### config.mk
export PLATFORM = sky130hd
export DESIGN_NAME = vt_escape_sequence_parser_core_flat
export DESIGN_NICKNAME = d
export VERILOG_FILES = /design/src/vtp_pkg.sv /design/src/vtp_if.sv /design/src/vtp_param_ram.sv /design/src/vt_escape_sequence_parser_core.sv /design/src/flat_wrapper.sv
export SDC_FILE = /design/constraint.sdc
export NUM_CORES = 1
export LEC_CHECK = 0
export BUFFER_PORTS_ARGS = -buffer_cell sky130_fd_sc_hd__buf_2
export CAP_MARGIN = 25
export CORE_ASPECT_RATIO = 1.75
export CORE_MARGIN = 1
export CORE_UTILIZATION = 41
export DETAILED_ROUTE_END_ITERATION = 6
export SLEW_MARGIN = 20
export SYNTH_ARGS = -nofsm -noshare
export SYNTH_HDL_FRONTEND = slang
export SYNTH_SLANG_ARGS = --single-unit
### constraint.sdc
create_clock -name clk -period 15.65 [get_ports clk]
set_clock_uncertainty 0.15 [all_clocks]
set_input_delay 0 -clock clk [delete_from_list [all_inputs] [get_ports clk]]
set_output_delay 0 -clock clk [all_outputs]
set_load 0.005 [all_outputs]
### src/vtp_pkg.sv
package vtp_pkg;

    localparam int BYTE_W  = 8;
    localparam int ARG_W   = 21;
    localparam int POS_W   = 8;
    localparam int COLOR_W = 26;
    localparam int PARAM_W = 16;
    localparam int SIZE_W  = 9;
    localparam int ACT_W   = 5;

    // actions
    localparam logic [ACT_W-1:0] ACT_PUT  = 5'd0;
    localparam logic [ACT_W-1:0] ACT_CR   = 5'd1;
    localparam logic [ACT_W-1:0] ACT_LF   = 5'd2;
    localparam logic [ACT_W-1:0] ACT_BS   = 5'd3;
    localparam logic [ACT_W-1:0] ACT_TAB  = 5'd4;
    localparam logic [ACT_W-1:0] ACT_BELL = 5'd5;
    localparam logic [ACT_W-1:0] ACT_RI   = 5'd6;
    localparam logic [ACT_W-1:0] ACT_SAVE = 5'd7;
    localparam logic [ACT_W-1:0] ACT_REST = 5'd8;
    localparam logic [ACT_W-1:0] ACT_RIS  = 5'd9;
    localparam logic [ACT_W-1:0] ACT_CUU  = 5'd10;
    localparam logic [ACT_W-1:0] ACT_CUD  = 5'd11;
    localparam logic [ACT_W-1:0] ACT_CUF  = 5'd12;
    localparam logic [ACT_W-1:0] ACT_CUB  = 5'd13;
    localparam logic [ACT_W-1:0] ACT_CNL  = 5'd14;
    localparam logic [ACT_W-1:0] ACT_CPL  = 5'd15;
    localparam logic [ACT_W-1:0] ACT_CHA  = 5'd16;
    localparam logic [ACT_W-1:0] ACT_CUP  = 5'd17;
    localparam logic [ACT_W-1:0] ACT_VPA  = 5'd18;
    localparam logic [ACT_W-1:0] ACT_ED   = 5'd19;
    localparam logic [ACT_W-1:0] ACT_EL   = 5'd20;
    localparam logic [ACT_W-1:0] ACT_SU   = 5'd21;
    localparam logic [ACT_W-1:0] ACT_SD   = 5'd22;
    localparam logic [ACT_W-1:0] ACT_VIS  = 5'd23;
    localparam logic [ACT_W-1:0] ACT_IL   = 5'd24;
    localparam logic [ACT_W-1:0] ACT_DL   = 5'd25;
    localparam logic [ACT_W-1:0] ACT_DCH  = 5'd26;
    localparam logic [ACT_W-1:0] ACT_ICH  = 5'd27;
    localparam logic [ACT_W-1:0] ACT_ECH  = 5'd28;

    // control bytes
    localparam logic [7:0] CH_BEL  = 8'h07;
    localparam logic [7:0] CH_BS   = 8'h08;
    localparam logic [7:0] CH_TAB  = 8'h09;
    localparam logic [7:0] CH_LF   = 8'h0A;
    localparam logic [7:0] CH_CR   = 8'h0D;
    localparam logic [7:0] CH_ESC  = 8'h1B;
    localparam logic [7:0] CH_DEL  = 8'h7F;
    localparam logic [7:0] CH_SEMI = 8'h3B;
    localparam logic [7:0] CH_LT   = 8'h3C;
    localparam logic [7:0] CH_EQ   = 8'h3D;
    localparam logic [7:0] CH_GT   = 8'h3E;
    localparam logic [7:0] CH_QM   = 8'h3F;
    localparam logic [7:0] CH_LBR  = 8'h5B;
    localparam logic [7:0] CH_RBR  = 8'h5D;

    // escape finals
    localparam logic [7:0] ESC_DCS = 8'h50;
    localparam logic [7:0] ESC_RI  = 8'h4D;
    localparam logic [7:0] ESC_IND = 8'h44;
    localparam logic [7:0] ESC_NEL = 8'h45;
    localparam logic [7:0] ESC_SC  = 8'h37;
    localparam logic [7:0] ESC_RC  = 8'h38;
    localparam logic [7:0] ESC_RIS = 8'h63;

    // CSI finals
    localparam logic [7:0] FIN_CUU = 8'h41;
    localparam logic [7:0] FIN_CUD = 8'h42;
    localparam logic [7:0] FIN_CUF = 8'h43;
    localparam logic [7:0] FIN_CUB = 8'h44;
    localparam logic [7:0] FIN_CNL = 8'h45;
    localparam logic [7:0] FIN_CPL = 8'h46;
    localparam logic [7:0] FIN_CHA = 8'h47;
    localparam logic [7:0] FIN_CUP = 8'h48;
    localparam logic [7:0] FIN_HVP = 8'h66;
    localparam logic [7:0] FIN_VPA = 8'h64;
    localparam logic [7:0] FIN_ED  = 8'h4A;
    localparam logic [7:0] FIN_EL  = 8'h4B;
    localparam logic [7:0] FIN_SU  = 8'h53;
    localparam logic [7:0] FIN_SD  = 8'h54;
    localparam logic [7:0] FIN_SGR = 8'h6D;
    localparam logic [7:0] FIN_SM  = 8'h68;
    localparam logic [7:0] FIN_RM  = 8'h6C;
    localparam logic [7:0] FIN_SC  = 8'h73;
    localparam logic [7:0] FIN_RC  = 8'h75;
    localparam logic [7:0] FIN_IL  = 8'h4C;
    localparam logic [7:0] FIN_DL  = 8'h4D;
    localparam logic [7:0] FIN_DCH = 8'h50;
    localparam logic [7:0] FIN_ICH = 8'h40;
    localparam logic [7:0] FIN_ECH = 8'h58;

    localparam logic [1:0] KIND_PAL = 2'd1;
    localparam logic [1:0] KIND_RGB = 2'd2;
    localparam logic [PARAM_W-1:0] MODE_CURSOR = 16'd25;

    function automatic logic [COLOR_W-1:0] pal_color(input logic [7:0] idx);
        pal_color = {KIND_PAL, 16'd0, idx};
    endfunction

    function automatic logic [COLOR_W-1:0] rgb_color(input logic [7:0] r, input logic [7:0] g,
                                                      input logic [7:0] b);
        rgb_color = {KIND_RGB, r, g, b};
    endfunction

    // 6x6x6 cube entry, c in 16..231
    function automatic logic [COLOR_W-1:0] cube_color(input logic [7:0] c);
        logic [7:0] k;
        logic [7:0] rem;
        logic [2:0] r;
        logic [2:0] g;
        logic [7:0] bl;
        k = c - 8'd16;
        r = 3'd0;
        g = 3'd0;
        for (int t = 1; t <= 5; t++)
        begin
            if (k >= 8'(36 * t)) r = 3'(t);
        end
        rem = k - 8'(r) * 8'd36;
        for (int t = 1; t <= 5; t++)
        begin
            if (rem >= 8'(6 * t)) g = 3'(t);
        end
        bl = rem - 8'(g) * 8'd6;
        cube_color = rgb_color(8'(r) * 8'd51, 8'(g) * 8'd51, bl * 8'd51);
    endfunction

    function automatic logic [COLOR_W-1:0] grey_color(input logic [7:0] c);
        logic [7:0] v;
        v = (c - 8'd232) * 8'd10 + 8'd8;
        grey_color = rgb_color(v, v, v);
    endfunction

    function automatic logic [POS_W-1:0] clamp_pos(input logic [PARAM_W-1:0] p1,
                                                   input logic [SIZE_W-1:0] size);
        logic [PARAM_W-1:0] v;
        logic [SIZE_W-1:0]  s;
        logic [PARAM_W-1:0] lim;
        v = p1 - 16'd1;
        if (size == 9'd0) s = 9'd1;
        else if (size > 9'd256) s = 9'd256;
        else s = size;
        lim = PARAM_W'(s - 9'd1);
        clamp_pos = (v > lim) ? lim[POS_W-1:0] : v[POS_W-1:0];
    endfunction

endpackage

### src/vtp_if.sv
interface vtp_byte_if;
    import vtp_pkg::*;
    logic              valid;
    logic              ready;
    logic [BYTE_W-1:0] in_byte;
    modport source (output valid, output in_byte, input ready);
    modport sink   (input valid, input in_byte, output ready);
endinterface

interface vtp_cmd_if;
    import vtp_pkg::*;
    logic               valid;
    logic               ready;
    logic [ACT_W-1:0]   action;
    logic [ARG_W-1:0]   arg_value;
    logic [POS_W-1:0]   target_row;
    logic [POS_W-1:0]   target_col;
    logic [COLOR_W-1:0] fg_colour;
    logic [COLOR_W-1:0] bg_colour;
    logic               is_bold;
    logic               is_italic;
    logic               is_underline;
    logic               last_of_run;
    modport source (output valid, output action, output arg_value, output target_row,
                    output target_col, output fg_colour, output bg_colour, output is_bold,
                    output is_italic, output is_underline, output last_of_run, input ready);
    modport sink   (input valid, input action, input arg_value, input target_row,
                    input target_col, input fg_colour, input bg_colour, input is_bold,
                    input is_italic, input is_underline, input last_of_run, output ready);
endinterface

### src/vtp_param_ram.sv
module vtp_param_ram
    import vtp_pkg::*;
#(
    parameter int DEPTH = 16,
    parameter int AW    = 4
)
(
    input  logic               clk,
    input  logic               we,
    input  logic [AW-1:0]      waddr,
    input  logic [PARAM_W-1:0] wdata,
    input  logic               re,
    input  logic [AW-1:0]      raddr,
    output logic [PARAM_W-1:0] rdata
);

    logic [PARAM_W-1:0] mem [DEPTH];

    always_ff @(posedge clk)
    begin
        if (we) mem[waddr] <= wdata;
        if (re) rdata <= mem[raddr];
    end

endmodule

### src/vt_escape_sequence_parser_core.sv
// Terminal byte parser: one byte per cycle while not stalled; a plain byte's word is registered as it is taken.
// ESC E gives two words, CR then LF, the LF held back while the output is stalled.
// A CSI final byte stalls input while its parameters are fetched (all for SGR, at most two
// for other finals): the parameter RAM is read one entry per cycle through its read port.
// rst_n clears parser, UTF-8 and style registers at once and sets the size registers to 24 rows
// and 80 columns; the parameter RAM is not cleared, every entry used is written first or forwarded.
module vt_escape_sequence_parser_core
    import vtp_pkg::*;
#(
    parameter int MAX_PARAMS = 16
)
(
    input  logic        clk,
    input  logic        rst_n,
    input  logic        psel,
    input  logic        penable,
    input  logic        pwrite,
    input  logic [2:0]  paddr,
    input  logic [31:0] pwdata,
    output logic [31:0] prdata,
    output logic        pready,
    vtp_byte_if.sink    bytes_in,
    vtp_cmd_if.source   cmds_out
);

    localparam int AW = (MAX_PARAMS > 1) ? $clog2(MAX_PARAMS) : 1;
    localparam int CW = $clog2(MAX_PARAMS + 1);

    typedef enum logic [2:0] {
        M_GROUND, M_ESC, M_CSI_ENTRY, M_CSI_PARAM, M_CSI_INTER, M_OSC, M_DCS
    } mode_t;

    typedef enum logic [1:0] {C_RUN, C_FETCH, C_EXEC, C_SECOND} ctl_t;

    typedef enum logic [2:0] {X_NONE, X_SEL, X_R, X_G, X_B, X_PAL} ext_t;

    mode_t mode_reg, mode_next;
    ctl_t  ctl_reg, ctl_next;
    ext_t  ext_reg, ext_next;

    logic [1:0]         left_reg, left_next;
    logic [ARG_W-1:0]   accum_reg, accum_next;
    logic [CW-1:0]      cnt_reg, cnt_next;
    logic               priv_reg, priv_next;
    logic               empty_reg, empty_next;
    logic               ovf_reg, ovf_next;
    logic [PARAM_W-1:0] cur_reg, cur_next;
    logic [COLOR_W-1:0] fg_reg, fg_next;
    logic [COLOR_W-1:0] bg_reg, bg_next;
    logic [2:0]         fl_reg, fl_next;
    logic [7:0]         fin_reg, fin_next;
    logic [CW-1:0]      nrd_reg, nrd_next;
    logic [CW-1:0]      iss_reg, iss_next;
    logic               pv_reg, pv_next;
    logic [AW-1:0]      pidx_reg, pidx_next;
    logic               xbg_reg, xbg_next;
    logic [7:0]         r_reg, r_next;
    logic [7:0]         g_reg, g_next;
    logic [PARAM_W-1:0] v0_reg, v0_next;
    logic [PARAM_W-1:0] v1_reg, v1_next;
    logic [SIZE_W-1:0]  rows_reg, cols_reg;

    logic               ov_reg;
    logic [ACT_W-1:0]   oact_reg;
    logic [ARG_W-1:0]   oarg_reg;
    logic [POS_W-1:0]   orow_reg, ocol_reg;
    logic [COLOR_W-1:0] ofg_reg, obg_reg;
    logic [2:0]         ofl_reg;
    logic               olast_reg;

    logic               load;
    logic [ACT_W-1:0]   ld_act;
    logic [ARG_W-1:0]   ld_arg;
    logic [POS_W-1:0]   ld_row, ld_col;
    logic               ld_last;

    logic               mem_we, mem_re;
    logic [AW-1:0]      mem_waddr;
    logic [PARAM_W-1:0] mem_wdata, mem_rdata;

    logic               free, acc, start, gcont, do_norm;
    logic [7:0]         b;
    logic [19:0]        prod;
    logic [PARAM_W-1:0] val, nv, a0, a1, p0, p1;
    logic [CW:0]        kk, nn;

    vtp_param_ram #(.DEPTH(MAX_PARAMS), .AW(AW)) u_ram (
        .clk   (clk),
        .we    (mem_we),
        .waddr (mem_waddr),
        .wdata (mem_wdata),
        .re    (mem_re),
        .raddr (iss_reg[AW-1:0]),
        .rdata (mem_rdata)
    );

    assign free           = !ov_reg || cmds_out.ready;
    assign bytes_in.ready = (ctl_reg == C_RUN) && free;
    assign acc            = bytes_in.valid && bytes_in.ready;
    assign b              = bytes_in.in_byte;
    assign pready         = 1'b1;
    assign prdata         = {23'd0, paddr[2] ? cols_reg : rows_reg};

    assign cmds_out.valid        = ov_reg;
    assign cmds_out.action       = oact_reg;
    assign cmds_out.arg_value    = oarg_reg;
    assign cmds_out.target_row   = orow_reg;
    assign cmds_out.target_col   = ocol_reg;
    assign cmds_out.fg_colour    = ofg_reg;
    assign cmds_out.bg_colour    = obg_reg;
    assign cmds_out.is_bold      = ofl_reg[0];
    assign cmds_out.is_italic    = ofl_reg[1];
    assign cmds_out.is_underline = ofl_reg[2];
    assign cmds_out.last_of_run  = olast_reg;

    // parameter stream with the open parameter forwarded from cur_reg
    assign val = (CW'(pidx_reg) == cnt_reg - CW'(1)) ? cur_reg : mem_rdata;
    assign kk  = (CW+1)'(pidx_reg);
    assign nn  = (CW+1)'(cnt_reg);
    assign a0  = (cnt_reg > CW'(0)) ? v0_reg : '0;
    assign a1  = (cnt_reg > CW'(1)) ? v1_reg : '0;
    assign p0  = (a0 == '0) ? 16'd1 : a0;
    assign p1  = (a1 == '0) ? 16'd1 : a1;
    assign prod = {4'd0, cur_reg} * 20'd10 + 20'(b[3:0]);

    always_comb
    begin
        mode_next  = mode_reg;
        ctl_next   = ctl_reg;
        ext_next   = ext_reg;
        left_next  = left_reg;
        accum_next = accum_reg;
        cnt_next   = cnt_reg;
        priv_next  = priv_reg;
        empty_next = empty_reg;
        ovf_next   = ovf_reg;
        cur_next   = cur_reg;
        fg_next    = fg_reg;
        bg_next    = bg_reg;
        fl_next    = fl_reg;
        fin_next   = fin_reg;
        nrd_next   = nrd_reg;
        iss_next   = iss_reg;
        pv_next    = 1'b0;
        pidx_next  = pidx_reg;
        xbg_next   = xbg_reg;
        r_next     = r_reg;
        g_next     = g_reg;
        v0_next    = v0_reg;
        v1_next    = v1_reg;
        load       = 1'b0;
        ld_act     = ACT_PUT;
        ld_arg     = '0;
        ld_row     = '0;
        ld_col     = '0;
        ld_last    = 1'b1;
        mem_we     = 1'b0;
        mem_waddr  = '0;
        mem_wdata  = '0;
        mem_re     = 1'b0;
        start      = 1'b0;
        gcont      = 1'b1;
        do_norm    = 1'b0;
        nv         = val;

        unique case (ctl_reg)
            C_RUN:
            begin
                if (acc)
                begin
                    unique case (mode_reg)
                        M_ESC:
                        begin
                            mode_next = M_GROUND;
                            case (b)
                                CH_LBR:
                                begin
                                    mode_next  = M_CSI_ENTRY;
                                    cnt_next   = '0;
                                    priv_next  = 1'b0;
                                    empty_next = 1'b1;
                                    ovf_next   = 1'b0;
                                    cur_next   = '0;
                                end
                                CH_RBR:  mode_next = M_OSC;
                                ESC_DCS: mode_next = M_DCS;
                                ESC_RI:  begin load = 1'b1; ld_act = ACT_RI; end
                                ESC_IND: begin load = 1'b1; ld_act = ACT_LF; end
                                ESC_NEL:
                                begin
                                    load    = 1'b1;
                                    ld_act  = ACT_CR;
                                    ld_last = 1'b0;
                                    ctl_next = C_SECOND;
                                end
                                ESC_SC:  begin load = 1'b1; ld_act = ACT_SAVE; end
                                ESC_RC:  begin load = 1'b1; ld_act = ACT_REST; end
                                ESC_RIS:
                                begin
                                    fg_next = '0;
                                    bg_next = '0;
                                    fl_next = '0;
                                    load    = 1'b1;
                                    ld_act  = ACT_RIS;
                                end
                                default: ;
                            endcase
                        end
                        M_CSI_ENTRY, M_CSI_PARAM, M_CSI_INTER:
                        begin
                            if (mode_reg == M_CSI_ENTRY &&
                                (b == CH_QM || b == CH_GT || b == CH_EQ || b == CH_LT))
                            begin
                                mode_next  = M_CSI_PARAM;
                                priv_next  = 1'b1;
                                empty_next = 1'b0;
                            end
                            else if (mode_reg != M_CSI_INTER &&
                                     ((b >= 8'h30 && b <= 8'h39) || b == CH_SEMI))
                            begin
                                mode_next  = M_CSI_PARAM;
                                empty_next = 1'b0;
                                if (b == CH_SEMI)
                                begin
                                    if (cnt_reg == '0)
                                    begin
                                        // empty first parameter, the second is opened
                                        mem_we   = 1'b1;
                                        mem_waddr = '0;
                                        mem_wdata = '0;
                                        cnt_next = CW'(2);
                                        cur_next = '0;
                                    end
                                    else if (cnt_reg < CW'(MAX_PARAMS))
                                    begin
                                        mem_we    = 1'b1;
                                        mem_waddr = AW'(cnt_reg - CW'(1));
                                        mem_wdata = cur_reg;
                                        cnt_next  = cnt_reg + CW'(1);
                                        cur_next  = '0;
                                    end
                                    else
                                    begin
                                        ovf_next = 1'b1;
                                    end
                                end
                                else if (cnt_reg == '0)
                                begin
                                    cnt_next = CW'(1);
                                    cur_next = 16'(b[3:0]);
                                end
                                else if (!ovf_reg)
                                begin
                                    cur_next = (prod > 20'd65535) ? 16'hFFFF : prod[15:0];
                                end
                            end
                            else if (b >= 8'h20 && b <= 8'h2F)
                            begin
                                mode_next = M_CSI_INTER;
                            end
                            else
                            begin
                                mode_next = M_GROUND;
                                if (b >= 8'h40 && b <= 8'h7E) start = 1'b1;
                            end
                        end
                        M_OSC, M_DCS:
                        begin
                            if (b == CH_ESC || b == CH_BEL) mode_next = M_GROUND;
                        end
                        default:
                        begin
                            mode_next = M_GROUND;
                            if (left_reg != 2'd0)
                            begin
                                if (b[7:6] == 2'b10)
                                begin
                                    accum_next = {accum_reg[14:0], b[5:0]};
                                    left_next  = left_reg - 2'd1;
                                    gcont      = 1'b0;
                                    if (left_reg == 2'd1)
                                    begin
                                        load   = 1'b1;
                                        ld_arg = accum_next;
                                    end
                                end
                                else
                                begin
                                    // bad continuation: drop and reparse this byte
                                    left_next  = 2'd0;
                                    accum_next = '0;
                                end
                            end
                            if (gcont)
                            begin
                                case (b)
                                    CH_ESC: mode_next = M_ESC;
                                    CH_CR:  begin load = 1'b1; ld_act = ACT_CR; end
                                    CH_LF:  begin load = 1'b1; ld_act = ACT_LF; end
                                    CH_BS:  begin load = 1'b1; ld_act = ACT_BS; end
                                    CH_TAB: begin load = 1'b1; ld_act = ACT_TAB; end
                                    CH_BEL: begin load = 1'b1; ld_act = ACT_BELL; end
                                    CH_DEL: ;
                                    default:
                                    begin
                                        if (b >= 8'h20 && b < 8'h80)
                                        begin
                                            load   = 1'b1;
                                            ld_arg = 21'(b);
                                        end
                                        else if (b[7:5] == 3'b110)
                                        begin
                                            accum_next = 21'(b[4:0]);
                                            left_next  = 2'd1;
                                        end
                                        else if (b[7:4] == 4'b1110)
                                        begin
                                            accum_next = 21'(b[3:0]);
                                            left_next  = 2'd2;
                                        end
                                        else if (b[7:3] == 5'b11110)
                                        begin
                                            accum_next = 21'(b[2:0]);
                                            left_next  = 2'd3;
                                        end
                                    end
                                endcase
                            end
                        end
                    endcase

                    if (start)
                    begin
                        fin_next = b;
                        iss_next = '0;
                        ext_next = X_NONE;
                        v0_next  = '0;
                        v1_next  = '0;
                        if (b == FIN_SGR)
                            nrd_next = cnt_reg;
                        else
                            nrd_next = (cnt_reg > CW'(2)) ? CW'(2) : cnt_reg;
                        if (nrd_next == '0) ctl_next = C_EXEC;
                        else ctl_next = C_FETCH;
                    end
                end
            end

            C_FETCH:
            begin
                if (iss_reg < nrd_reg)
                begin
                    mem_re    = 1'b1;
                    pv_next   = 1'b1;
                    pidx_next = iss_reg[AW-1:0];
                    iss_next  = iss_reg + CW'(1);
                end
                if (pv_reg)
                begin
                    if (fin_reg != FIN_SGR)
                    begin
                        if (pidx_reg == '0) v0_next = val;
                        else v1_next = val;
                    end
                    else
                    begin
                        case (ext_reg)
                            X_SEL:
                            begin
                                ext_next = X_NONE;
                                if (val == 16'd2 && kk + (CW+1)'(3) < nn) ext_next = X_R;
                                else if (val == 16'd5 && kk + (CW+1)'(1) < nn) ext_next = X_PAL;
                                else do_norm = 1'b1;
                            end
                            X_R: begin r_next = val[7:0]; ext_next = X_G; end
                            X_G: begin g_next = val[7:0]; ext_next = X_B; end
                            X_B:
                            begin
                                ext_next = X_NONE;
                                if (xbg_reg) bg_next = rgb_color(r_reg, g_reg, val[7:0]);
                                else fg_next = rgb_color(r_reg, g_reg, val[7:0]);
                            end
                            X_PAL:
                            begin
                                ext_next = X_NONE;
                                if (val <= 16'd255)
                                begin
                                    if (val <= 16'd15) r_next = 8'd0;
                                    if (xbg_reg)
                                        bg_next = (val <= 16'd15) ? pal_color(val[7:0]) :
                                                  (val <= 16'd231) ? cube_color(val[7:0]) :
                                                  grey_color(val[7:0]);
                                    else
                                        fg_next = (val <= 16'd15) ? pal_color(val[7:0]) :
                                                  (val <= 16'd231) ? cube_color(val[7:0]) :
                                                  grey_color(val[7:0]);
                                end
                            end
                            default: do_norm = 1'b1;
                        endcase
                        if (do_norm)
                        begin
                            nv = val;
                            if (nv == 16'd0)
                            begin
                                fg_next = '0;
                                bg_next = '0;
                                fl_next = '0;
                            end
                            else if (nv == 16'd1) fl_next[0] = 1'b1;
                            else if (nv == 16'd2 || nv == 16'd22) fl_next[0] = 1'b0;
                            else if (nv == 16'd3) fl_next[1] = 1'b1;
                            else if (nv == 16'd4) fl_next[2] = 1'b1;
                            else if (nv == 16'd23) fl_next[1] = 1'b0;
                            else if (nv == 16'd24) fl_next[2] = 1'b0;
                            else if (nv >= 16'd30 && nv <= 16'd37)
                                fg_next = pal_color(nv[7:0] - 8'd30);
                            else if (nv == 16'd39) fg_next = '0;
                            else if (nv >= 16'd40 && nv <= 16'd47)
                                bg_next = pal_color(nv[7:0] - 8'd40);
                            else if (nv == 16'd49) bg_next = '0;
                            else if (nv >= 16'd90 && nv <= 16'd97)
                                fg_next = pal_color(nv[7:0] - 8'd82);
                            else if (nv >= 16'd100 && nv <= 16'd107)
                                bg_next = pal_color(nv[7:0] - 8'd92);
                            else if ((nv == 16'd38 || nv == 16'd48) &&
                                     kk + (CW+1)'(1) < nn)
                            begin
                                ext_next = X_SEL;
                                xbg_next = (nv == 16'd48);
                            end
                        end
                    end
                    if (CW'(pidx_reg) == nrd_reg - CW'(1)) ctl_next = C_EXEC;
                end
            end

            C_EXEC:
            begin
                if (fin_reg == FIN_SGR)
                begin
                    if (cnt_reg == '0)
                    begin
                        fg_next = '0;
                        bg_next = '0;
                        fl_next = '0;
                    end
                    ctl_next = C_RUN;
                end
                else if (free)
                begin
                    ctl_next = C_RUN;
                    load     = 1'b1;
                    ld_arg   = 21'(p0);
                    case (fin_reg)
                        FIN_CUU: ld_act = ACT_CUU;
                        FIN_CUD: ld_act = ACT_CUD;
                        FIN_CUF: ld_act = ACT_CUF;
                        FIN_CUB: ld_act = ACT_CUB;
                        FIN_CNL: ld_act = ACT_CNL;
                        FIN_CPL: ld_act = ACT_CPL;
                        FIN_SU:  ld_act = ACT_SU;
                        FIN_SD:  ld_act = ACT_SD;
                        FIN_IL:  ld_act = ACT_IL;
                        FIN_DL:  ld_act = ACT_DL;
                        FIN_DCH: ld_act = ACT_DCH;
                        FIN_ICH: ld_act = ACT_ICH;
                        FIN_ECH: ld_act = ACT_ECH;
                        FIN_CHA:
                        begin
                            ld_act = ACT_CHA;
                            ld_arg = '0;
                            ld_col = clamp_pos(p0, cols_reg);
                        end
                        FIN_CUP, FIN_HVP:
                        begin
                            ld_act = ACT_CUP;
                            ld_arg = '0;
                            ld_row = clamp_pos(p0, rows_reg);
                            ld_col = clamp_pos(p1, cols_reg);
                        end
                        FIN_VPA:
                        begin
                            ld_act = ACT_VPA;
                            ld_arg = '0;
                            ld_row = clamp_pos(p0, rows_reg);
                        end
                        FIN_ED: begin ld_act = ACT_ED; ld_arg = 21'(a0); end
                        FIN_EL: begin ld_act = ACT_EL; ld_arg = 21'(a0); end
                        FIN_SM, FIN_RM:
                        begin
                            ld_act = ACT_VIS;
                            ld_arg = (fin_reg == FIN_SM) ? 21'd1 : 21'd0;
                            load   = priv_reg && (a0 == MODE_CURSOR);
                        end
                        FIN_SC: begin ld_act = ACT_SAVE; ld_arg = '0; end
                        FIN_RC:
                        begin
                            ld_act = ACT_REST;
                            ld_arg = '0;
                            load   = !priv_reg && empty_reg;
                        end
                        default: load = 1'b0;
                    endcase
                end
            end

            default:
            begin
                // second word of ESC E
                if (free)
                begin
                    load     = 1'b1;
                    ld_act   = ACT_LF;
                    ctl_next = C_RUN;
                end
            end
        endcase
    end

    always_ff @(posedge clk or negedge rst_n)
    begin
        if (!rst_n)
        begin
            mode_reg  <= M_GROUND;
            ctl_reg   <= C_RUN;
            ext_reg   <= X_NONE;
            left_reg  <= '0;
            accum_reg <= '0;
            cnt_reg   <= '0;
            priv_reg  <= 1'b0;
            empty_reg <= 1'b1;
            ovf_reg   <= 1'b0;
            cur_reg   <= '0;
            fg_reg    <= '0;
            bg_reg    <= '0;
            fl_reg    <= '0;
            fin_reg   <= '0;
            nrd_reg   <= '0;
            iss_reg   <= '0;
            pv_reg    <= 1'b0;
            pidx_reg  <= '0;
            xbg_reg   <= 1'b0;
            r_reg     <= '0;
            g_reg     <= '0;
            v0_reg    <= '0;
            v1_reg    <= '0;
            rows_reg  <= 9'd24;
            cols_reg  <= 9'd80;
            ov_reg    <= 1'b0;
            oact_reg  <= '0;
            oarg_reg  <= '0;
            orow_reg  <= '0;
            ocol_reg  <= '0;
            ofg_reg   <= '0;
            obg_reg   <= '0;
            ofl_reg   <= '0;
            olast_reg <= 1'b0;
        end
        else
        begin
            mode_reg  <= mode_next;
            ctl_reg   <= ctl_next;
            ext_reg   <= ext_next;
            left_reg  <= left_next;
            accum_reg <= accum_next;
            cnt_reg   <= cnt_next;
            priv_reg  <= priv_next;
            empty_reg <= empty_next;
            ovf_reg   <= ovf_next;
            cur_reg   <= cur_next;
            fg_reg    <= fg_next;
            bg_reg    <= bg_next;
            fl_reg    <= fl_next;
            fin_reg   <= fin_next;
            nrd_reg   <= nrd_next;
            iss_reg   <= iss_next;
            pv_reg    <= pv_next;
            pidx_reg  <= pidx_next;
            xbg_reg   <= xbg_next;
            r_reg     <= r_next;
            g_reg     <= g_next;
            v0_reg    <= v0_next;
            v1_reg    <= v1_next;
            if (psel && penable && pwrite)
            begin
                if (paddr[2]) cols_reg <= pwdata[SIZE_W-1:0];
                else rows_reg <= pwdata[SIZE_W-1:0];
            end
            if (load)
            begin
                ov_reg    <= 1'b1;
                oact_reg  <= ld_act;
                oarg_reg  <= ld_arg;
                orow_reg  <= ld_row;
                ocol_reg  <= ld_col;
                ofg_reg   <= fg_next;
                obg_reg   <= bg_next;
                ofl_reg   <= fl_next;
                olast_reg <= ld_last;
            end
            else if (cmds_out.ready)
            begin
                ov_reg <= 1'b0;
            end
        end
    end

endmodule

### src/flat_wrapper.sv
// flat-port wrapper written by rule: the top's interface ports become plain ports
module vt_escape_sequence_parser_core_flat import vtp_pkg::*;
#(
    parameter int MAX_PARAMS = 16
)
  (clk, rst_n, psel, penable, pwrite, paddr, pwdata, prdata, pready, bytes_in_valid, bytes_in_in_byte, bytes_in_ready, cmds_out_valid, cmds_out_action, cmds_out_arg_value, cmds_out_target_row, cmds_out_target_col, cmds_out_fg_colour, cmds_out_bg_colour, cmds_out_is_bold, cmds_out_is_italic, cmds_out_is_underline, cmds_out_last_of_run, cmds_out_ready);
  vtp_byte_if bytes_in_i ();
  vtp_cmd_if cmds_out_i ();
  input  logic clk;
  input  logic rst_n;
  input  logic psel;
  input  logic penable;
  input  logic pwrite;
  input  logic [2:0] paddr;
  input  logic [31:0] pwdata;
  output logic [31:0] prdata;
  output logic pready;
  input wire logic [$bits(bytes_in_i.valid)-1:0] bytes_in_valid;
  input wire logic [$bits(bytes_in_i.in_byte)-1:0] bytes_in_in_byte;
  output wire logic [$bits(bytes_in_i.ready)-1:0] bytes_in_ready;
  output wire logic [$bits(cmds_out_i.valid)-1:0] cmds_out_valid;
  output wire logic [$bits(cmds_out_i.action)-1:0] cmds_out_action;
  output wire logic [$bits(cmds_out_i.arg_value)-1:0] cmds_out_arg_value;
  output wire logic [$bits(cmds_out_i.target_row)-1:0] cmds_out_target_row;
  output wire logic [$bits(cmds_out_i.target_col)-1:0] cmds_out_target_col;
  output wire logic [$bits(cmds_out_i.fg_colour)-1:0] cmds_out_fg_colour;
  output wire logic [$bits(cmds_out_i.bg_colour)-1:0] cmds_out_bg_colour;
  output wire logic [$bits(cmds_out_i.is_bold)-1:0] cmds_out_is_bold;
  output wire logic [$bits(cmds_out_i.is_italic)-1:0] cmds_out_is_italic;
  output wire logic [$bits(cmds_out_i.is_underline)-1:0] cmds_out_is_underline;
  output wire logic [$bits(cmds_out_i.last_of_run)-1:0] cmds_out_last_of_run;
  input wire logic [$bits(cmds_out_i.ready)-1:0] cmds_out_ready;
  assign bytes_in_i.valid = bytes_in_valid;
  assign bytes_in_i.in_byte = bytes_in_in_byte;
  assign bytes_in_ready = bytes_in_i.ready;
  assign cmds_out_valid = cmds_out_i.valid;
  assign cmds_out_action = cmds_out_i.action;
  assign cmds_out_arg_value = cmds_out_i.arg_value;
  assign cmds_out_target_row = cmds_out_i.target_row;
  assign cmds_out_target_col = cmds_out_i.target_col;
  assign cmds_out_fg_colour = cmds_out_i.fg_colour;
  assign cmds_out_bg_colour = cmds_out_i.bg_colour;
  assign cmds_out_is_bold = cmds_out_i.is_bold;
  assign cmds_out_is_italic = cmds_out_i.is_italic;
  assign cmds_out_is_underline = cmds_out_i.is_underline;
  assign cmds_out_last_of_run = cmds_out_i.last_of_run;
  assign cmds_out_i.ready = cmds_out_ready;
  vt_escape_sequence_parser_core #(.MAX_PARAMS(MAX_PARAMS)) u_core (.clk(clk), .rst_n(rst_n), .psel(psel), .penable(penable), .pwrite(pwrite), .paddr(paddr), .pwdata(pwdata), .prdata(prdata), .pready(pready), .bytes_in(bytes_in_i), .cmds_out(cmds_out_i));
endmodule
## After elaboration in Yosys (flattened, before gate mapping)

Memory sizes are Yosys's and may differ from the RTL's. A register that Yosys moved wholly into a read port is not among the register bits.
Cells that the tools add are included.

- Equal/unequal tests: 107
- Reductions and logical operators: 77
- Multipliers: 12
- $add $sub $neg: 25
- Magnitude comparators: 47
- Bitwise gates (word level): 16
- Mux-type cells: 352

Operators by type and width:

| cell | count |
|---|---|
| 26-bit two-way mux | 49 |
| 16-bit two-way mux | 30 |
| 21-bit two-way mux | 18 |
| 8-bit by 7-bit == test with 1-bit output (second input constant) | 33 |
| 3-bit two-way mux | 66 |
| 9-bit two-way mux | 21 |
| 26-bit one-hot mux with 3 select lines | 2 |
| 5-bit one-hot mux with 21 select lines | 1 |
| 26-bit one-hot mux with 2 select lines | 2 |
| 8-bit two-way mux | 12 |
| 16-bit one-hot mux with 2 select lines | 3 |
| 5-bit two-way mux | 19 |
| 1-bit two-way mux | 69 |
| 16-bit by 5-bit == test with 1-bit output (second input constant) | 4 |
| 16-bit by 6-bit == test with 1-bit output (second input constant) | 4 |
| 16-bit greater-than comparator | 4 |
| 21-bit one-hot mux with 3 select lines | 1 |
| 8-bit by 6-bit == test with 1-bit output (second input constant) | 7 |
| 2-bit two-way mux | 25 |
| 8-bit by 5-bit greater-or-equal comparator with 1-bit output (second input constant) | 6 |
| 16-bit logical NOT | 3 |
| 24-bit two-way mux | 2 |
| 8-bit one-hot mux with 2 select lines | 3 |
| 21-bit one-hot mux with 2 select lines | 1 |
| other kinds (98) | 251 |

- Register bits: 299
- Bits in writable memories: 256
- Memories kept: 1

Memories:

| name | depth | bits a word | rd ports | clocked after memory_dff | write ports | RTL line | text |
|---|---|---|---|---|---|---|---|
| u_core.u_ram.mem | 16 | 16 | 1 | 1 | 1 | vtp_param_ram.sv:17 | `logic [PARAM_W-1:0] mem [DEPTH];` |

## Logic depth before layout (Yosys ltp)

Gate-level depths: netlist of run 1.

- Word-level depth: 55
- Mapped depth: 54
- Gate-level depth less buffers: 46

## By module

A second synthesis of run 1 with hierarchy kept.

- Cell total of the unflattened synthesis: 3192
- Area, all modules: 33201.8 um^2

Modules (own cells, without submodules):

| module | area an instance (um^2) | instances | cells each |
|---|---|---|---|
| vt_escape_sequence_parser_core | 22999.6 | 1 | 2760 |
| vtp_param_ram | 10202.3 | 1 | 432 |

## Least setup slack after synthesis of run 1

Ideal clock, no wire load.

- Path kind: register -> register
- Start: register u_core.cnt_reg[0]
- End: register u_core.fg_reg[7]
- Data required time: 15.417 ns
- Cell stages (with the launch flop): 51
- Clock period less this slack: 11.593 ns
- Library setup time: 0.083 ns
- Setup slack: 4.057 ns
- Data arrival time: 11.360 ns
- Cell sequence: dfrtp_1 clkbuf_1 inv_1 ha_1 buf_2 xor2_1 and2_1 buf_1 o211ai_1 buf_6 buf_4 buf_1 mux2i_1 inv_1 ha_1 clkbuf_1 a21boi_0 mux2i_1 [15 not listed] fa_1 ha_1 o21ai_0 a21boi_0 o21ai_0 nand2b_1 xnor2_1 ha_1 fa_1 fa_1 ha_1 a21oi_1 xnor2_1 xnor2_1 xnor2_1 a21boi_0 a31oi_1 o21ai_0

- Cells in the longest elaborated chain, start to end: 54
- Elaborated cells between the ends (all ways): 105

Ends and longest elaborated chain:

| element | RTL line | text |
|---|---|---|
| start: declaration | vt_escape_sequence_parser_core.sv:43 | `logic [CW-1:0] cnt_reg, cnt_next;` |
| start signal: assignment | vt_escape_sequence_parser_core.sv:567 | `cnt_reg <= cnt_next;` |
| 5-bit by 1-bit subtractor with 5-bit output * | vt_escape_sequence_parser_core.sv:117 | `assign val = (CW'(pidx_reg) == cnt_reg - CW'(1)) ? cur_reg : mem_rdata;` |
| 4-bit by 5-bit == test with 1-bit output * | vt_escape_sequence_parser_core.sv:117 |  |
| 16-bit two-way mux * | vt_escape_sequence_parser_core.sv:117 |  |
| net u_core.val[2] | vt_escape_sequence_parser_core.sv:84 | `logic [PARAM_W-1:0] val, nv, a0, a1, p0, p1;` |
| 8-bit by 5-bit subtractor with 8-bit output | vtp_pkg.sv:113 | `k = c - 8'd16;` |
| 8-bit by 6-bit greater-or-equal comparator with 1-bit output | vtp_pkg.sv:118 | `if (k >= 8'(36 * t)) r = 3'(t);` |
| 1-bit two-way mux | vtp_pkg.sv:118 |  |
| 2-bit two-way mux | vtp_pkg.sv:118 |  |
| [40 not listed] | -- |  |
| 26-bit two-way mux | vt_escape_sequence_parser_core.sv:411 | `else if (nv == 16'd2 \|\| nv == 16'd22) fl_next[0] = 1'b0;` |
| 26-bit two-way mux | vt_escape_sequence_parser_core.sv:410 | `else if (nv == 16'd1) fl_next[0] = 1'b1;` |
| 26-bit two-way mux | vt_escape_sequence_parser_core.sv:404 | `if (nv == 16'd0)` |
| 26-bit two-way mux * | vt_escape_sequence_parser_core.sv:401 | `if (do_norm)` |
| 26-bit two-way mux * | vt_escape_sequence_parser_core.sv:360 | `if (fin_reg != FIN_SGR)` |
| 26-bit two-way mux * | vt_escape_sequence_parser_core.sv:358 | `if (pv_reg)` |
| 26-bit one-hot mux with 3 select lines * | vt_escape_sequence_parser_core.sv:166 | `unique case (ctl_reg)` |
| net u_core.fg_next[7] | vt_escape_sequence_parser_core.sv:48 | `logic [COLOR_W-1:0] fg_reg, fg_next;` |
| end signal: assignment | vt_escape_sequence_parser_core.sv:572 | `fg_reg <= fg_next;` |
| end: declaration | vt_escape_sequence_parser_core.sv:48 |  |

The timed path passes the listed nets; every way through them passes the cells marked *. The select of a mux whose other input is x is not followed.
A chain may end at the register's enable or synchronous reset.

## Worst setup path in the final report of run 1

Same ends and word-level chain as after synthesis.

==> impl_metrics.toml, run 1 <==
[run]
max-cap-violations = 0

[clock_tree]
ctsLongestPathBuffers = 3
numCtsBuffers = 52
post-cts-setup-buffer-count = 0
clkSlewWorstSetupHoldPaths_ns = 0.07
worst_skew_pair.late_latency_ns = 0.66
clock-sinks = 565
ctsHtreeMaxLevel = 2
clock-root-buffer = "sky130_fd_sc_hd__clkbuf_16"
tritoncts_clock_tree = "built"

[setup_path]
crit_path_frequent_cell = "sky130_fd_sc_hd__ha_1"
setup.worst_path.class = "register to register"
worst_setup_path_start_kind = "register"
path_max_fanout = 15
worst-endpoint-required_ns = 16.06
worstPathArrival_ns = 13.53
crit_path_end_kind = "register"
slowest_delay_ns = 0.69
cp_slowest_cell = "sky130_fd_sc_hd__dfrtp_1"

[place]
gp_congestion = 1.015
port_buffers = 133
placed_area_um2 = 35520
post-dp-hpwl_um = 82600

[logic_synthesis]
synth.area.mux_share = 0.09832
synth-simple-area-share = 0.1405
syn_area_um2 = 33580
synth_warnings = 0
synth_seq_cells = 565
postSynthCellCount = 3207
synth_compound_area_frac = 0.1691
yosys.area_share.adder = 0.06847
synth_ff_type = "sky130_fd_sc_hd__dfrtp_1"
synth-xor-area-share = 0.02504
postSynth.asyncResetShare = 0.5186
post_synth_edffs = 272
syn_avg_cell_area_um2 = 10.47
synth_top_family_by_area = "compound AO/OA/AOI/OAI gates"
synthDistinctLibCells = 110
synth_seq_area_share = 0.4617

[final_layout]
areaGrowthSynthToFinish_pct = 12.88
drive_above_1_share = 0.1609
layout.cells.most_common = "sky130_fd_sc_hd__nand2_1"
most-common-layout-cells = "sky130_fd_sc_hd__nand2_1 (344), sky130_fd_sc_hd__dfrtp_1 (286), sky130_fd_sc_hd__edfxtp_1 (272)"
final_area_um2 = 37910
nNetsFinal = 3584
layout.core_utilization = 0.4682
largest_register = "u_core.u_ram.mem"
largest_register_ff_count = 256

[global_route]
grt_max_degree = 103
overflow = 0
wire_length_of_the_first_global_routing_pass_um = 171600
vias_in_the_first_global_route = 26770
grt_antenna_before_repair = 1
grt_util_all_layers = 0.2760

[floorplan]
design.portCount = 183
die_x_um = 218.4
design.core.area_um2 = 80980
floorplan.rows = 138
start_util = 0.4147
die-area_um2 = 83110
die_height_um = 380.6

[power]
power_leakage_nw = 15.45
power_consumption_mw = 10.30
power.sequential.fraction = 0.199
comb_power_share = 0.660
p_switching_mw = 4.840
power_switching_share = 0.4700
ir_worst_vdd_v = 0.001141
power_report.internal_total_mw = 5.458
pwr_cell_area_nw_per_um2 = 271.6
clock_power_share = 0.140

[hold_path]
worstHoldPathType = "input pin to register"

[status]
run_status = "finished clean"

[sta]
finalSetupViolCount = 0
final_min_period_over_clock_period = 0.8379
tightestPinTransition_ns = 1.103
fin_tns_setup_ns = 0
grt_setup_unrepaired = "no"
finalWorstPathRequiredPeriod_ns = 13.11
timing_max_transition_violations_final = 0
timing.max_slew.rel_slack = 0.2649
max_clock_freq_mhz = 76.26
hold_viol = 0

[routing]
wire_per_inst_um = 25.81
dr.first_iter.drc_count = 2257
post-route-drc-count = 0
route.vias.total = 27060
finalWirelength_um = 114900
vias_per_cell = 6.080
dr.pass1.iters = 6
final_antenna_net_count = 0
[through the flow]
stage,cells,hold WS [ns],setup WS [ns]
2_1_floorplan,3250,-0.4456,4.057
3_3_place_gp,4310,-0.02546,2.961
3_5_place_dp,4310,-0.02029,2.685
4_1_cts,4450,0.01295,2.670
5_1_grt,4450,0.06067,1.712
6_report,4451,0.05440,2.537
[final timing paths]
path	startpoint	end	slack [ns]	depth (start not counted)
max in group asynchronous	rst_n	u_core.cmds_out.target_col[1]	13.41	5
setup reg to reg	u_core.cnt_reg[0]	u_core.fg_reg[7]	2.54	44
hold / removal	pwdata[6]	u_core.cols_reg[6]	0.05	3
setup / recovery	u_core.cnt_reg[0]	u_core.fg_reg[7]	2.54	44
hold reg to reg	u_core.cmds_out.fg_colour[5]	u_core.cmds_out.fg_colour[5]	0.32	2
min in group asynchronous	rst_n	u_core.rows_reg[4]	0.36	3
[routing by layer]
| metal | global-route usage | up-vias | share of wire |
|---|---|---|---|
| met4 | 0.1904 | 2 | 0.078 |
| met5 | 0 | - | 0.00011 |
| met2 | 0.4913 | 1010 | 0.52 |
| met3 | 0.03441 | 362 | 0.047 |
| li1 | - | 12250 | - |
| met1 | 0.3008 | 13430 | 0.36 |
[cells in the mapped netlist, drive strengths merged, types with 14 or more instances]
library cell	count	area (um2)
inv	90	337.8
a211oi	16	132.6
a22o	25	219.0
clkbuf	135	506.7
o31ai	16	120.1
o211ai	20	150.1
a21oi	199	999.7
o22ai	19	125.1
nor3	74	380.4
edfxtp	272	8168
xor2	32	280.3
or3	19	118.9
nor2b	31	193.9
a31oi	30	193.9
xnor2	64	560.5
mux2	97	1092
nor2	257	967.2
nand3	74	370.4
o21ai	242	1219
and3	15	93.84
a21o	31	232.7
dfrtp	288	7207
nand2	345	1298
a21boi	14	105.1
nand4	30	187.7
a22oi	28	210.2
mux4	80	1802
and2	42	262.8
nor4	23	158.9
o21a	30	226.5
nand2b	39	244.0
buf	63	376.6
ha	167	2090
o221ai	20	192.7
mux2i	40	407.9
[area by class of cell]
type                    count  area [um2]
inverters                  93       349.1
flip-flops and latches    565       15510
clock inverters            33       486.7
fillers                  7479       43070
multi-input cells        2394       17110
clock buffers              64        1450
diodes                      1       2.502
well taps                1050        1314
repair buffers            251        1687
[critical path, delay by kind of cell, from the launching register on]
kind	cells	cell delay, ns
flip-flops	1	0.69
adder cells (fa/ha/maj)	11	4.24
AO/OA/AOI/OAI	17	4.64
XOR/XNOR	5	1.20
multiplexers	2	0.40
AND/OR/NAND/NOR	4	0.56
buffers and inverters	5	1.12
[logic make-up (layout without fill, tap and decap cells)]
family	after synthesis	count (layout)
XOR/XNOR	96	96
adder cells (fa/ha/maj)	178	178
AND/OR/NAND/NOR	1004	1004
buffers and inverters	291	441
flip-flops	565	565
AO/OA/AOI/OAI	854	854
multiplexers	217	217
other	2	46
[repair_timing]
item                      4_1_cts  5_1_grt
hold endpoints to repair      170        0
hold buffers                   43        0
gates resized for setup         0        0
[power by group through the flow]
stage / combinational [mW] / sequential, mW / clock (mW)
floorplan: 5.07 / 1.93 / 0
CTS: 6.87 / 2.05 / 1.47
global route: 7.45 / 2.08 / 1.51
detailed placement: 6.81 / 2.08 / 0
finish: 6.80 / 2.05 / 1.44
global placement: 6.70 / 2.07 / 0
No activity file was read; power rests on OpenSTA's default activity.
==> inputs of run 2 (changes only) <==
--- a/config.mk
+++ b/config.mk
@@ -5,6 +5,7 @@
 export SDC_FILE = /design/constraint.sdc
 export NUM_CORES = 1
 export LEC_CHECK = 0
+export ABC_AREA = 1
 export BUFFER_PORTS_ARGS = -buffer_cell sky130_fd_sc_hd__buf_2
 export CAP_MARGIN = 25
 export CORE_ASPECT_RATIO = 1.75
==> constraint.sdc (replaced) <==
create_clock -name clk -period 10.61 [get_ports clk]
set_clock_uncertainty 0.15 [all_clocks]
set_input_delay 0 -clock clk [delete_from_list [all_inputs] [get_ports clk]]
set_output_delay 0 -clock clk [all_outputs]
set_load 0.005 [all_outputs]
==> run 2 against run 1 <==
  * The run now ends with design-rule violations left
  * Via count up 12%
  * Flip-flop and latch count unchanged
  * Final cell count rose by 21%
  * First-iteration DRC count rose by 6.6%
  * Non-clock buffer count is 6 higher
  * Final area rose by 1.7%
  * Die area increased by 1.5%
  * Critical endpoint is now u_core.cmds_out.fg_colour[7]
  * Worst hold slack worse by 0.018 ns
  * Synthesized area rose by 1.5%
  * Global-route usage up 1.8 points
  * Wire length increased by 7.9%
==> impl_metrics.toml, run 2 <==
[status]
run_status = "finished with violations"
violated_checks = "design-rule violations"

[sta]
tightestPinTransition_ns = 1.118
hold_viol = 0
timing.max_slew.rel_slack = 0.2521
finalWorstPathRequiredPeriod_ns = 9.970
fin_tns_setup_ns = 0
finalSetupViolCount = 0
timing_max_transition_violations_final = 0
max_clock_freq_mhz = 100.3
final_min_period_over_clock_period = 0.9397

[logic_synthesis]
post_synth_edffs = 272
syn_area_um2 = 34090
synth_warnings = 0
synth_seq_area_share = 0.4549
synth_seq_cells = 565
syn_avg_cell_area_um2 = 8.331
synth_top_cells_by_area = "sky130_fd_sc_hd__edfxtp_1 (24%), sky130_fd_sc_hd__dfrtp_1 (21%), sky130_fd_sc_hd__nand2_1 (9.8%)"
synthDominantAreaCellType = "sky130_fd_sc_hd__edfxtp_1"
synthDistinctLibCells = 79
cell_types_with_the_highest_counts_after_synthesis = "sky130_fd_sc_hd__nand2_1 (889), sky130_fd_sc_hd__nor2_1 (423), sky130_fd_sc_hd__inv_1 (416), sky130_fd_sc_hd__o21ai_0 (366), sky130_fd_sc_hd__dfrtp_1 (288)"
post-synth-top-area-fraction = 0.2396
postSynth.asyncResetShare = 0.5186
synth.most_common_cell = "sky130_fd_sc_hd__nand2_1"
synth_ff_type = "sky130_fd_sc_hd__dfrtp_1"
postSynthCellCount = 4092

[final_layout]
antenna_diode_count = 0
largest_register_ff_count = 256
drive_above_1_share = 0.1088
final_area_um2 = 38570
areaGrowthSynthToFinish_pct = 13.15
largest_register = "u_core.u_ram.mem"
nNetsFinal = 4498
layout.cells.most_common = "sky130_fd_sc_hd__nand2_1"
most-common-layout-cells = "sky130_fd_sc_hd__nand2_1 (888), sky130_fd_sc_hd__inv_1 (415), sky130_fd_sc_hd__nor2_1 (398)"

[hold_path]
worst_hold_start = "pwdata[0]"
worstHoldPathType = "input pin to register"

[floorplan]
floorplan.rows = 139
die_x_um = 220.0
die_height_um = 383.5
design.portCount = 183
die-area_um2 = 84350
start_util = 0.4144
design.core.area_um2 = 82260

[setup_path]
crit_path_end_kind = "register"
slowest_delay_ns = 0.57
crit_path_start = "u_core.cnt_reg[1]"
worst-endpoint-required_ns = 11.06
path_buf_inv = 10
setup.worst_path.class = "register to register"
dominant_delay_contributor_by_cell_family_on_the_critical_path = "adder cells"
worst_setup_path_start_kind = "register"
worst_r2r_start = "u_core.cnt_reg[1]"
cp_slowest_cell = "sky130_fd_sc_hd__fa_2"
crit_path_frequent_cell = "sky130_fd_sc_hd__nand2_1"
worstPathArrival_ns = 10.42
path_max_fanout = 11

[routing]
wire_per_inst_um = 23.06
route.vias.total = 30350
dr.first_iter.drc_count = 2406
finalWirelength_um = 124000
dr.pass1.iters = 7
vias_per_cell = 5.646
post-route-drc-count = 32
final_antenna_net_count = 0

[clock_tree]
ctsLongestPathBuffers = 3
numCtsBuffers = 55
worst_skew_pair.late_latency_ns = 0.66
clock-root-buffer = "sky130_fd_sc_hd__clkbuf_16"
clkSlewWorstSetupHoldPaths_ns = 0.07
clock-sinks = 565
post-cts-setup-buffer-count = 0
tritoncts_clock_tree = "built"
ctsHtreeMaxLevel = 2

[place]
post-dp-hpwl_um = 89490
gp_congestion = 1.046
port_buffers = 133
placed_area_um2 = 36160

[global_route]
grt_max_degree = 156
overflow = 0
grt_util_all_layers = 0.2938
vias_in_the_first_global_route = 30070
wire_length_of_the_first_global_routing_pass_um = 184600
grt_antenna_before_repair = 4

[run]
max-cap-violations = 0
run 2: area by class of cell:
cell class                      instances  area (um2)
Clock buffer                           68        1485
Clock inverter                         36       484.2
Fill cell                            8016       43690
Inverter                              446        1684
Multi-Input combinational cell       2946       16330
Sequential cell                       565       15510
Tap cell                             1057        1323
Timing Repair Buffer                  257        1754
run 2: tightest hold or removal path, stage by stage:
cell and delay (ns):
sky130_fd_sc_hd__dlygate4sd3_1 0.53, sky130_fd_sc_hd__buf_2 0.12, sky130_fd_sc_hd__inv_1 0.06, sky130_fd_sc_hd__o21ai_0 0.09
run 2: kinds of logic (layout without fill, tap and decap cells):
kind of cell,after synthesis,after routing,synth area share
AO/OA/AOI/OAI,902,902,0.1606
AND/OR/NAND/NOR,1708,1708,0.2120
XOR/XNOR,90,90,0.02312
flip-flops,565,565,0.4549
other,2,45,0.0002203
multiplexers,24,24,0.007047
buffers and inverters,624,807,0.07502
adder cells (fa/ha/maj),177,177,0.06717
run 2: per-layer routing:
| layer | wire length [um] | GRT usage | share of wire | vias up |
|---|---|---|---|---|
| met5 | 0 | 0 | 0 | - |
| met4 | 10680 | 0.2179 | 0.086 | 0 |
| met3 | 6426 | 0.04268 | 0.052 | 424 |
| met2 | 63020 | 0.5264 | 0.51 | 1110 |
| met1 | 43830 | 0.3078 | 0.35 | 14490 |
| li1 | - | - | - | 14320 |
run 2: path summary, 6_finish.rpt:
path | to | cells after the start | slack, ns
worst max-delay path | u_core.cmds_out.fg_colour[7] | 58 | 0.64
worst min-delay path | u_core.cols_reg[0] | 4 | 0.04
worst max register to register | u_core.cmds_out.fg_colour[7] | 58 | 0.64
worst min register to register | u_core.fin_reg[6] | 2 | 0.31
max in group asynchronous | u_core.rows_reg[1] | 4 | 8.96
min in group asynchronous | u_core.iss_reg[0] | 4 | 0.40
run 2: repair_timing:
action,4_1_cts,5_1_grt
hold buffers,33,0
resized for setup,0,22
endpoints found under the setup margin,0,10
endpoints found under the hold margin,361,0
run 2: per-stage QoR:
stage | instances | hold slack (ns) | worst slack (ns) | util
6_report | 5375 | 0.03688 | 0.6395 | 0.4689
5_1_grt | 5375 | 0.04063 | -0.05131 | 0.4689
4_1_cts | 5371 | 0.003379 | 0.2740 | 0.4677
3_5_place_dp | 5234 | -0.1395 | 0.3046 | 0.4395
3_3_place_gp | 5228 | -0.1405 | 0.5138 | 0.4386
2_1_floorplan | 4135 | -0.4456 | 0.4168 | -
Power of run 2 is left out: the tool's default activity adds up to more than one toggle a clock period on the data nets, which glitch-free logic cannot reach.
